==> config.mk <==
export PLATFORM = sky130hd
export DESIGN_NAME = pinned_lru_block_cache_directory_flat
export DESIGN_NICKNAME = d
export VERILOG_FILES = /design/src/plbcd_pkg.sv /design/src/plbcd_req_if.sv /design/src/plbcd_rsp_if.sv /design/src/plbcd_ctrl.sv /design/src/plbcd_dp.sv /design/src/pinned_lru_block_cache_directory.sv /design/src/flat_wrapper.sv
export SDC_FILE = /design/constraint.sdc
export NUM_CORES = 1
export LEC_CHECK = 0
export BUFFER_PORTS_ARGS = -buffer_cell sky130_fd_sc_hd__clkbuf_2
export CAP_MARGIN = 20
export CORE_MARGIN = 2
export CORE_UTILIZATION = 49
export CTS_CLUSTER_SIZE = 12
export DETAILED_ROUTE_END_ITERATION = 8
export PLACE_DENSITY = 0.7
export SLEW_MARGIN = 20
export SYNTH_ARGS = -nofsm -noshare
export SYNTH_HDL_FRONTEND = slang
export SYNTH_SLANG_ARGS = --single-unit
==> constraint.sdc <==
create_clock -name clk -period 4.9 [get_ports clk]
set_clock_uncertainty 0.15 [all_clocks]
set_input_delay 0 -clock clk [delete_from_list [all_inputs] [get_ports clk]]
set_output_delay 0 -clock clk [all_outputs]
set_load 0.1 [all_outputs]
==> src/plbcd_pkg.sv <==
// Shared types and constants for the pinned LRU block cache directory.
package plbcd_pkg;

	localparam int STATUS_W = 4;
	localparam int SLOT_OUT_W = 4;
	localparam int BLOCK_W = 32;
	localparam int OFFSET_OUT_W = 3;
	localparam int PINS_OUT_W = 8;

	localparam logic OP_ACQUIRE = 1'b0;
	localparam logic OP_RELEASE = 1'b1;

	typedef enum logic [STATUS_W-1:0] {
		ST_HIT       = 4'd0,
		ST_FILL      = 4'd1,
		ST_EVICT     = 4'd2,
		ST_REL       = 4'd3,
		ST_REL_WB    = 4'd4,
		ST_NOTFOUND  = 4'd5,
		ST_ALLPINNED = 4'd6,
		ST_NOTPINNED = 4'd7,
		ST_OVERFLOW  = 4'd8
	} status_t;

	typedef struct packed {
		logic    load_in;
		logic    lookup;
		logic    scan_step;
		logic    apply;
		status_t status;
	} plbcd_cmd_t;

	typedef struct packed {
		logic op;
		logic dirty;
		logic hit;
		logic pin_full;
		logic pin_zero;
		logic scan_last;
		logic free_found;
		logic victim_found;
		logic out_busy;
	} plbcd_sts_t;

endpackage

==> src/plbcd_req_if.sv <==
// Request channel: valid/ready handshake carrying one acquire or release beat.
interface plbcd_req_if;
	logic                          valid;
	logic                          ready;
	logic                          operation;
	logic [plbcd_pkg::BLOCK_W-1:0] block_index;
	logic                          dirty;

	modport source (output valid, output operation, output block_index, output dirty,
		input ready);
	modport sink (input valid, input operation, input block_index, input dirty,
		output ready);
endinterface

==> src/plbcd_rsp_if.sv <==
// Response channel: valid/ready handshake carrying one directory result beat.
interface plbcd_rsp_if;
	logic                               valid;
	logic                               ready;
	logic [plbcd_pkg::STATUS_W-1:0]     status;
	logic [plbcd_pkg::SLOT_OUT_W-1:0]   slot;
	logic                               fill_request;
	logic [plbcd_pkg::BLOCK_W-1:0]      fill_first_block;
	logic                               writeback_request;
	logic [plbcd_pkg::BLOCK_W-1:0]      writeback_block;
	logic [plbcd_pkg::OFFSET_OUT_W-1:0] block_offset;
	logic [plbcd_pkg::PINS_OUT_W-1:0]   pin_count_after;

	modport source (output valid, output status, output slot, output fill_request,
		output fill_first_block, output writeback_request, output writeback_block,
		output block_offset, output pin_count_after, input ready);
	modport sink (input valid, input status, input slot, input fill_request,
		input fill_first_block, input writeback_request, input writeback_block,
		input block_offset, input pin_count_after, output ready);
endinterface

==> src/plbcd_ctrl.sv <==
// Controller state machine: sequences lookup, slot scan and state update per beat.
module plbcd_ctrl (
	input  logic                  clk,
	input  logic                  arst_n,
	input  logic                  valid,
	output logic                  ready,
	input  plbcd_pkg::plbcd_sts_t sts,
	output plbcd_pkg::plbcd_cmd_t cmd
);
	import plbcd_pkg::*;

	typedef enum logic [2:0] {
		S_IDLE,
		S_LOOK,
		S_DECIDE,
		S_SCAN,
		S_FINISH
	} state_t;

	state_t state_q;
	logic   acq_miss;

	assign acq_miss = (sts.op == OP_ACQUIRE) && !sts.hit;
	assign ready = (state_q == S_IDLE);

	always_comb begin
		cmd = '0;
		cmd.status = ST_HIT;
		unique case (state_q)
			S_IDLE: begin
				cmd.load_in = valid;
			end
			S_LOOK: begin
				cmd.lookup = 1'b1;
			end
			S_DECIDE: begin
				cmd.apply = !acq_miss && !sts.out_busy;
				priority if (sts.op == OP_ACQUIRE) begin
					cmd.status = sts.pin_full ? ST_OVERFLOW : ST_HIT;
				end else if (!sts.hit) begin
					cmd.status = ST_NOTFOUND;
				end else if (sts.pin_zero) begin
					cmd.status = ST_NOTPINNED;
				end else begin
					cmd.status = sts.dirty ? ST_REL_WB : ST_REL;
				end
			end
			S_SCAN: begin
				cmd.scan_step = 1'b1;
			end
			S_FINISH: begin
				cmd.apply = !sts.out_busy;
				priority if (sts.free_found) begin
					cmd.status = ST_FILL;
				end else if (sts.victim_found) begin
					cmd.status = ST_EVICT;
				end else begin
					cmd.status = ST_ALLPINNED;
				end
			end
			default: begin
				cmd = '0;
			end
		endcase
	end

	always_ff @(posedge clk or negedge arst_n) begin
		if (!arst_n) begin
			state_q <= S_IDLE;
		end else begin
			unique case (state_q)
				S_IDLE: begin
					if (valid) state_q <= S_LOOK;
				end
				S_LOOK: begin
					state_q <= S_DECIDE;
				end
				S_DECIDE: begin
					if (acq_miss) state_q <= S_SCAN;
					else if (!sts.out_busy) state_q <= S_IDLE;
				end
				S_SCAN: begin
					if (sts.scan_last) state_q <= S_FINISH;
				end
				S_FINISH: begin
					if (!sts.out_busy) state_q <= S_IDLE;
				end
				default: begin
					state_q <= S_IDLE;
				end
			endcase
		end
	end
endmodule

==> src/plbcd_dp.sv <==
// Datapath: directory entries, tag match, slot scan, recency update, result register.
module plbcd_dp #(
	parameter int NUM_LINES = 16,
	parameter int BLOCKS_PER_LINE = 8,
	parameter int INDEX_BITS = 32,
	parameter int PIN_BITS = 8
) (
	input  logic                                 clk,
	input  logic                                 arst_n,
	input  plbcd_pkg::plbcd_cmd_t                cmd,
	output plbcd_pkg::plbcd_sts_t                sts,
	input  logic                                 operation,
	input  logic [plbcd_pkg::BLOCK_W-1:0]        block_index,
	input  logic                                 dirty,
	output logic                                 out_valid,
	input  logic                                 out_ready,
	output logic [plbcd_pkg::STATUS_W-1:0]       status,
	output logic [plbcd_pkg::SLOT_OUT_W-1:0]     slot,
	output logic                                 fill_request,
	output logic [plbcd_pkg::BLOCK_W-1:0]        fill_first_block,
	output logic                                 writeback_request,
	output logic [plbcd_pkg::BLOCK_W-1:0]        writeback_block,
	output logic [plbcd_pkg::OFFSET_OUT_W-1:0]   block_offset,
	output logic [plbcd_pkg::PINS_OUT_W-1:0]     pin_count_after
);
	import plbcd_pkg::*;

	localparam int IDXW = (INDEX_BITS < BLOCK_W) ? INDEX_BITS : BLOCK_W;
	localparam int OFFB = $clog2(BLOCKS_PER_LINE);
	localparam int TAG_W = (IDXW > OFFB) ? IDXW - OFFB : 1;
	localparam int SLOT_W = $clog2(NUM_LINES);
	localparam logic [IDXW-1:0] OFF_MASK = IDXW'(BLOCKS_PER_LINE - 1);
	localparam logic [SLOT_W-1:0] LAST_SLOT = SLOT_W'(NUM_LINES - 1);

	logic [NUM_LINES-1:0] valid_q;
	logic [TAG_W-1:0]     tag_q  [NUM_LINES];
	logic [PIN_BITS-1:0]  pins_q [NUM_LINES];
	logic [SLOT_W-1:0]    rank_q [NUM_LINES];

	logic             op_q;
	logic             dirty_q;
	logic [IDXW-1:0]  idx_q;
	logic [TAG_W-1:0] req_tag;

	logic                hit_q;
	logic [SLOT_W-1:0]   hit_slot_q;
	logic [PIN_BITS-1:0] hit_pins_q;
	logic [SLOT_W-1:0]   hit_rank_q;

	logic                m_hit;
	logic [SLOT_W-1:0]   m_slot;
	logic [PIN_BITS-1:0] m_pins;
	logic [SLOT_W-1:0]   m_rank;

	logic [SLOT_W-1:0] scan_idx_q;
	logic              free_found_q;
	logic [SLOT_W-1:0] free_slot_q;
	logic              victim_found_q;
	logic [SLOT_W-1:0] victim_slot_q;
	logic [SLOT_W-1:0] victim_rank_q;

	logic                s_valid;
	logic [PIN_BITS-1:0] s_pins;
	logic [SLOT_W-1:0]   s_rank;

	logic              do_insert;
	logic              do_promote;
	logic              do_inc;
	logic              do_dec;
	logic              promote_all;
	logic [SLOT_W-1:0] target;
	logic [SLOT_W-1:0] limit;

	logic [SLOT_W-1:0]   r_slot;
	logic                r_fill;
	logic                r_wb;
	logic [PIN_BITS-1:0] r_pins;
	logic [IDXW-1:0]     fill_blk;

	logic                    out_valid_q;
	logic [STATUS_W-1:0]     status_q;
	logic [SLOT_OUT_W-1:0]   slot_q;
	logic                    fill_q;
	logic [BLOCK_W-1:0]      fill_blk_q;
	logic                    wb_q;
	logic [BLOCK_W-1:0]      wb_blk_q;
	logic [OFFSET_OUT_W-1:0] offset_q;
	logic [PINS_OUT_W-1:0]   pins_out_q;

	assign req_tag = TAG_W'(idx_q >> OFFB);
	assign fill_blk = IDXW'(req_tag) << OFFB;

	always_comb begin
		m_hit = 1'b0;
		m_slot = '0;
		m_pins = '0;
		m_rank = '0;
		for (int k = 0; k < NUM_LINES; k++) begin
			if (valid_q[k] && (tag_q[k] == req_tag)) begin
				m_hit = 1'b1;
				m_slot = m_slot | SLOT_W'(k);
				m_pins = m_pins | pins_q[k];
				m_rank = m_rank | rank_q[k];
			end
		end
	end

	assign s_valid = valid_q[scan_idx_q];
	assign s_pins = pins_q[scan_idx_q];
	assign s_rank = rank_q[scan_idx_q];

	always_comb begin
		do_insert = 1'b0;
		do_promote = 1'b0;
		do_inc = 1'b0;
		do_dec = 1'b0;
		promote_all = 1'b0;
		target = hit_slot_q;
		limit = hit_rank_q;
		r_slot = hit_slot_q;
		r_fill = 1'b0;
		r_wb = 1'b0;
		r_pins = hit_pins_q;
		unique case (cmd.status)
			ST_HIT: begin
				do_inc = 1'b1;
				do_promote = 1'b1;
				r_pins = hit_pins_q + PIN_BITS'(1);
			end
			ST_FILL: begin
				do_insert = 1'b1;
				do_promote = 1'b1;
				promote_all = 1'b1;
				target = free_slot_q;
				r_slot = free_slot_q;
				r_fill = 1'b1;
				r_pins = PIN_BITS'(1);
			end
			ST_EVICT: begin
				do_insert = 1'b1;
				do_promote = 1'b1;
				target = victim_slot_q;
				limit = victim_rank_q;
				r_slot = victim_slot_q;
				r_fill = 1'b1;
				r_pins = PIN_BITS'(1);
			end
			ST_REL: begin
				do_dec = 1'b1;
				r_pins = hit_pins_q - PIN_BITS'(1);
			end
			ST_REL_WB: begin
				do_dec = 1'b1;
				r_wb = 1'b1;
				r_pins = hit_pins_q - PIN_BITS'(1);
			end
			ST_NOTFOUND, ST_ALLPINNED: begin
				r_slot = '0;
				r_pins = '0;
			end
			ST_NOTPINNED, ST_OVERFLOW: begin
				r_pins = hit_pins_q;
			end
			default: begin
				r_slot = '0;
				r_pins = '0;
			end
		endcase
	end

	always_ff @(posedge clk or negedge arst_n) begin
		if (!arst_n) begin
			valid_q <= '0;
		end else if (cmd.apply && do_insert) begin
			valid_q[target] <= 1'b1;
		end
	end

	always_ff @(posedge clk) begin
		if (cmd.apply) begin
			for (int k = 0; k < NUM_LINES; k++) begin
				if (SLOT_W'(k) == target) begin
					if (do_insert) begin
						tag_q[k] <= req_tag;
						pins_q[k] <= PIN_BITS'(1);
					end else if (do_inc) begin
						pins_q[k] <= pins_q[k] + PIN_BITS'(1);
					end else if (do_dec) begin
						pins_q[k] <= pins_q[k] - PIN_BITS'(1);
					end
					if (do_promote) rank_q[k] <= '0;
				end else if (do_promote && valid_q[k] && (promote_all || rank_q[k] < limit)) begin
					rank_q[k] <= rank_q[k] + SLOT_W'(1);
				end
			end
		end
	end

	always_ff @(posedge clk) begin
		if (cmd.load_in) begin
			op_q <= operation;
			dirty_q <= dirty;
			idx_q <= block_index[IDXW-1:0];
		end
		if (cmd.lookup) begin
			hit_slot_q <= m_slot;
			hit_pins_q <= m_pins;
			hit_rank_q <= m_rank;
		end
	end

	always_ff @(posedge clk or negedge arst_n) begin
		if (!arst_n) begin
			hit_q <= 1'b0;
			scan_idx_q <= '0;
			free_found_q <= 1'b0;
			victim_found_q <= 1'b0;
		end else if (cmd.lookup) begin
			hit_q <= m_hit;
			scan_idx_q <= '0;
			free_found_q <= 1'b0;
			victim_found_q <= 1'b0;
		end else if (cmd.scan_step) begin
			if (scan_idx_q != LAST_SLOT) scan_idx_q <= scan_idx_q + SLOT_W'(1);
			if (!s_valid && !free_found_q) begin
				free_found_q <= 1'b1;
			end
			if ((s_pins == '0) && (!victim_found_q || s_rank > victim_rank_q)) begin
				victim_found_q <= 1'b1;
			end
		end
	end

	always_ff @(posedge clk) begin
		if (cmd.scan_step) begin
			if (!s_valid && !free_found_q) free_slot_q <= scan_idx_q;
			if ((s_pins == '0) && (!victim_found_q || s_rank > victim_rank_q)) begin
				victim_slot_q <= scan_idx_q;
				victim_rank_q <= s_rank;
			end
		end
	end

	always_ff @(posedge clk or negedge arst_n) begin
		if (!arst_n) begin
			out_valid_q <= 1'b0;
		end else if (cmd.apply) begin
			out_valid_q <= 1'b1;
		end else if (out_ready) begin
			out_valid_q <= 1'b0;
		end
	end

	always_ff @(posedge clk) begin
		if (cmd.apply) begin
			status_q <= cmd.status;
			slot_q <= SLOT_OUT_W'(r_slot);
			fill_q <= r_fill;
			fill_blk_q <= r_fill ? BLOCK_W'(fill_blk) : '0;
			wb_q <= r_wb;
			wb_blk_q <= r_wb ? BLOCK_W'(idx_q) : '0;
			offset_q <= OFFSET_OUT_W'(idx_q & OFF_MASK);
			pins_out_q <= PINS_OUT_W'(r_pins);
		end
	end

	assign sts.op = op_q;
	assign sts.dirty = dirty_q;
	assign sts.hit = hit_q;
	assign sts.pin_full = &hit_pins_q;
	assign sts.pin_zero = (hit_pins_q == '0);
	assign sts.scan_last = (scan_idx_q == LAST_SLOT);
	assign sts.free_found = free_found_q;
	assign sts.victim_found = victim_found_q;
	assign sts.out_busy = out_valid_q && !out_ready;

	assign out_valid = out_valid_q;
	assign status = status_q;
	assign slot = slot_q;
	assign fill_request = fill_q;
	assign fill_first_block = fill_blk_q;
	assign writeback_request = wb_q;
	assign writeback_block = wb_blk_q;
	assign block_offset = offset_q;
	assign pin_count_after = pins_out_q;
endmodule

==> src/pinned_lru_block_cache_directory.sv <==
// Top level of the pinned LRU block cache directory.
// Acquire hit and any release: lookup, then decide; the result is registered once the output register is free.
// Acquire miss: lookup, decide, a scan over all NUM_LINES entries, then finish;
// a scan reads one directory entry per cycle to pick the lowest free slot or the victim.
// A new request is taken while the previous result waits in the output register.
// Reset clears all line valid bits and the controller at once; no clearing pass.
module pinned_lru_block_cache_directory #(
	parameter int NUM_LINES = 16,
	parameter int BLOCKS_PER_LINE = 8,
	parameter int INDEX_BITS = 32,
	parameter int PIN_BITS = 8
) (
	input logic        clk,
	input logic        arst_n,
	plbcd_req_if.sink   req,
	plbcd_rsp_if.source rsp
);
	import plbcd_pkg::*;

	plbcd_cmd_t cmd;
	plbcd_sts_t sts;

	plbcd_ctrl u_ctrl (
		.clk    (clk),
		.arst_n (arst_n),
		.valid  (req.valid),
		.ready  (req.ready),
		.sts    (sts),
		.cmd    (cmd)
	);

	plbcd_dp #(
		.NUM_LINES       (NUM_LINES),
		.BLOCKS_PER_LINE (BLOCKS_PER_LINE),
		.INDEX_BITS      (INDEX_BITS),
		.PIN_BITS        (PIN_BITS)
	) u_dp (
		.clk               (clk),
		.arst_n            (arst_n),
		.cmd               (cmd),
		.sts               (sts),
		.operation         (req.operation),
		.block_index       (req.block_index),
		.dirty             (req.dirty),
		.out_valid         (rsp.valid),
		.out_ready         (rsp.ready),
		.status            (rsp.status),
		.slot              (rsp.slot),
		.fill_request      (rsp.fill_request),
		.fill_first_block  (rsp.fill_first_block),
		.writeback_request (rsp.writeback_request),
		.writeback_block   (rsp.writeback_block),
		.block_offset      (rsp.block_offset),
		.pin_count_after   (rsp.pin_count_after)
	);
endmodule
==> src/flat_wrapper.sv <==
// flat-port wrapper written by rule: the top's interface ports become plain ports
module pinned_lru_block_cache_directory_flat import plbcd_pkg::*;
#(
	parameter int NUM_LINES = 16,
	parameter int BLOCKS_PER_LINE = 8,
	parameter int INDEX_BITS = 32,
	parameter int PIN_BITS = 8
)
  (clk, arst_n, req_valid, req_operation, req_block_index, req_dirty, req_ready, rsp_valid, rsp_status, rsp_slot, rsp_fill_request, rsp_fill_first_block, rsp_writeback_request, rsp_writeback_block, rsp_block_offset, rsp_pin_count_after, rsp_ready);
  plbcd_req_if req_i ();
  plbcd_rsp_if rsp_i ();
  input logic clk;
  input logic arst_n;
  input wire logic [$bits(req_i.valid)-1:0] req_valid;
  input wire logic [$bits(req_i.operation)-1:0] req_operation;
  input wire logic [$bits(req_i.block_index)-1:0] req_block_index;
  input wire logic [$bits(req_i.dirty)-1:0] req_dirty;
  output wire logic [$bits(req_i.ready)-1:0] req_ready;
  output wire logic [$bits(rsp_i.valid)-1:0] rsp_valid;
  output wire logic [$bits(rsp_i.status)-1:0] rsp_status;
  output wire logic [$bits(rsp_i.slot)-1:0] rsp_slot;
  output wire logic [$bits(rsp_i.fill_request)-1:0] rsp_fill_request;
  output wire logic [$bits(rsp_i.fill_first_block)-1:0] rsp_fill_first_block;
  output wire logic [$bits(rsp_i.writeback_request)-1:0] rsp_writeback_request;
  output wire logic [$bits(rsp_i.writeback_block)-1:0] rsp_writeback_block;
  output wire logic [$bits(rsp_i.block_offset)-1:0] rsp_block_offset;
  output wire logic [$bits(rsp_i.pin_count_after)-1:0] rsp_pin_count_after;
  input wire logic [$bits(rsp_i.ready)-1:0] rsp_ready;
  assign req_i.valid = req_valid;
  assign req_i.operation = req_operation;
  assign req_i.block_index = req_block_index;
  assign req_i.dirty = req_dirty;
  assign req_ready = req_i.ready;
  assign rsp_valid = rsp_i.valid;
  assign rsp_status = rsp_i.status;
  assign rsp_slot = rsp_i.slot;
  assign rsp_fill_request = rsp_i.fill_request;
  assign rsp_fill_first_block = rsp_i.fill_first_block;
  assign rsp_writeback_request = rsp_i.writeback_request;
  assign rsp_writeback_block = rsp_i.writeback_block;
  assign rsp_block_offset = rsp_i.block_offset;
  assign rsp_pin_count_after = rsp_i.pin_count_after;
  assign rsp_i.ready = rsp_ready;
  pinned_lru_block_cache_directory #(.NUM_LINES(NUM_LINES), .BLOCKS_PER_LINE(BLOCKS_PER_LINE), .INDEX_BITS(INDEX_BITS), .PIN_BITS(PIN_BITS)) u_core (.clk(clk), .arst_n(arst_n), .req(req_i), .rsp(rsp_i));
endmodule
==> flow_summary.json <==
{
  "outcome": "finished, final reports clean",
  "start_util_pct": 49.4,
  "h-tree-depth": 3,
  "clk-insertion-delay-late_ns": 0.67,
  "cts_max_path_buffers": 3,
  "routabilityCongestion": 0.959,
  "cts_buffers": 88,
  "routed_wl_mm": 114,
  "yosys_warnings": 0,
  "die_w_um": 294,
  "endpoint_kind": "flip-flop",
  "yosysTopAreaCellShare_pct": 58.3,
  "yosys-top-cells-count": "edfxtp_1, xor2_1, nor2_1, xnor2_1, nand2_1",
  "drive_above_1_share_pct": 14.5,
  "async_flop_share_pct": 3.26,
  "port_buffers": 121,
  "hpwl_mm": 75.6,
  "num_io_pins": 125,
  "drc": 0,
  "std_cell_rows": 106,
  "critPathMaxFanout": 13,
  "ys_types": 83,
  "synthFlopType": "edfxtp_1",
  "syn-cell-area_um2": 41200,
  "fin_crit_ns": 4.09,
  "finalSetupTns_ns": 0,
  "worstMarginPinSlew_ns": 1.05,
  "cts.reportedPaths.clkPinSlew_ns": 0.06,
  "syn_inst": 3215,
  "max_slew_margin_pct": 29.8,
  "synthTopCellsByArea": "edfxtp_1, xor2_1, xnor2_1, ha_1, nor2_1",
  "period_share_pct": 83.4,
  "final-hold-violation-count": 0,
  "worst_setup_path_start_kind": "flip-flop",
  "reg2reg_setup_slack_ns": 0.81,
  "fmax_mhz": 245,
  "vias_per_cell": 6.30,
  "grt.total_usage_pct": 26.0,
  "drt_iter0_drc": 3452,
  "die_h_um": 294,
  "syn_area_per_cell_um2": 12.8,
  "synth_area_leader_cell": "edfxtp_1",
  "coreArea_um2": 83400,
  "max_cap_viol_count": 0,
  "cts_sinks": 827,
  "grt_pass1_vias": 27300,
  "fin_nets": 3604,
  "synth-seq-cells": 827,
  "cp_data_arrival_time_ns": 4.31,
  "synth_most_common_cell": "edfxtp_1",
  "antenna_left": 0,
  "tritoncts": "done",
  "wl_per_cell_um": 24.7,
  "drt_first_pass_iters": 8,
  "final-max-slew-violation-count": 0,
  "dr_total_vias": 29000,
  "clockRootBuffer": "clkbuf_16",
  "rsz0062_at_grt": "no",
  "globalRouteOverflowTotal": 0,
  "vdd_drop_max_uv": 452,
  "cp.required_ns": 5.13,
  "area_growth_pct": 14.7,
  "path_class": "reg2reg",
  "power.leakage_nw": 16.6,
  "yosysSeqAreaShare_pct": 59.9,
  "hold_class": "in2reg",
  "synth_edf_count": 800,
  "setup-violations-final": 0,
  "antenna_found_initial": 2,
  "power_density_nw_per_um2": 447,
  "grt_max_degree": 97,
  "grt_pass1_wl_mm": 171,
  "dieArea_um2": 86400,
  "p_total_mw": 21.1
}
## cells in the final DEF (no fill, tap or decap), types with 10 or more instances in the layout
cell type / count
or2_2: 33
o21ai_0: 44
nor4_1: 110
buf_12: 13
clkbuf_16: 89
nand2_1: 130
and3_1: 77
a211oi_1: 61
xor2_1: 331
dfrtp_1: 26
inv_1: 83
nor2_1: 210
or2_1: 10
clkbuf_1: 27
nor2_2: 17
edfxtp_1: 800
buf_4: 121
mux4_2: 26
a21o_1: 29
clkbuf_2: 121
ha_1: 111
o22ai_1: 61
nand3_1: 83
nor4_2: 12
nand2b_1: 12
dlygate4sd3_1: 72
nand4_1: 69
clkinv_2: 10
clkinv_1: 14
o221a_2: 17
nor3_1: 68
a22o_1: 36
or3_1: 41
a221oi_1: 59
a21boi_0: 11
a22oi_1: 66
xnor2_1: 179
a21oi_1: 64
## path summary, 6_finish.rpt
path,from,end,cells after the start
setup / recovery,u_core.u_ctrl.state_q[2],u_core.u_dp.pins_q[8][6],15
hold / removal,rsp_ready,u_core.u_ctrl.state_q[2],5
setup reg to reg,u_core.u_ctrl.state_q[2],u_core.u_dp.pins_q[8][6],15
hold reg to reg,u_core.u_dp.idx_q[0],u_core.u_dp.block_offset[0],0
max in group asynchronous,arst_n,u_core.u_dp.scan_idx_q[0],4
min in group asynchronous,arst_n,u_core.u_dp.valid_q[9],4
## final cells by class
class                           count  area (um2)
Clock buffer                      125        2450
Tap cell                         1080        1350
Timing Repair Buffer              327        2490
Fill cell                        6620       36200
Clock inverter                     36         402
Sequential cell                   827       24700
Inverter                           84         317
Antenna cell                        3        7.51
Multi-Input combinational cell   2125       15500
## through the flow
step                cells  hold WS, ns  utilization (%)  worst slack [ns]  area, um2
floorplan            3217       -0.446                -             0.623      41200
global route         4604       0.0614             56.7             0.475      47300
CTS                  4604       0.0108             56.7             0.857      47300
global placement     4370      -0.0463             52.4             0.895      43700
finish               4607       0.0546             56.7             0.814      47300
detailed placement   4371      -0.0445             52.4             0.894      43700
## metal layers
layer	share of wire, %	GRT usage, %	up-vias
met5	0	0	-
met4	3.2	7.70	0
met3	9.4	3.87	251
met2	45	40.3	1548
met1	42	38.1	14500
li1	-	-	12700
## worst max-delay path: stages (launching register included)
cell and delay [ns]:
dfrtp_1 0.53, nor3b_4 0.48, nand2_1 0.25, o21ai_0 0.45, nor2_1 0.11, buf_4 0.18, nand3_1 0.15, inv_1 0.16
ha_1 0.33, nor2b_1 0.15, o21ai_0 0.14, nand2b_1 0.11, a21o_1 0.19, a21oi_1 0.19, xor2_1 0.17, nor2_1 0.05
## power breakdown
| group | switching, mW | leakage, nW | total (mW) | internal [mW] |
|---|---|---|---|---|
| clock network | 2.84 | 1.38 | 6.57 | 3.73 |
| logic | 3.99 | 7.33 | 5.50 | 1.51 |
| registers | 0.555 | 7.86 | 9.05 | 8.50 |
## flip-flops by register name, indices dropped and copies added, names as in the netlist, 8 cells and up
signal,count
u_core.u_dp.fill_first_block,29
u_core.u_dp.hit_pins_q,8
u_core.u_dp.idx_q,32
u_core.u_dp.pin_count_after,8
u_core.u_dp.pins_q,128
u_core.u_dp.rank_q,64
u_core.u_dp.tag_q,464
u_core.u_dp.valid_q,16
u_core.u_dp.writeback_block,32
## cell families after synthesis
kind of cell | after synthesis | share of synthesized area [%]
AOI/OAI and AO/OA | 526 | 9.47
xor gates and xnor gates | 510 | 10.8
adders and majority gates | 113 | 3.47
and+or+nand+nor | 938 | 11.9
DFF | 827 | 59.9
buffers and inverters | 265 | 2.71
muxes | 35 | 1.65
other | 1 | 0.00910
## repair_timing
item | in CTS | in global routing
buffers inserted | 0 | 0
endpoints found under the hold margin | 65 | 0
gates resized for setup | 0 | 0
hold buffers | 72 | 0
Power figures use the tool's default switching activity.
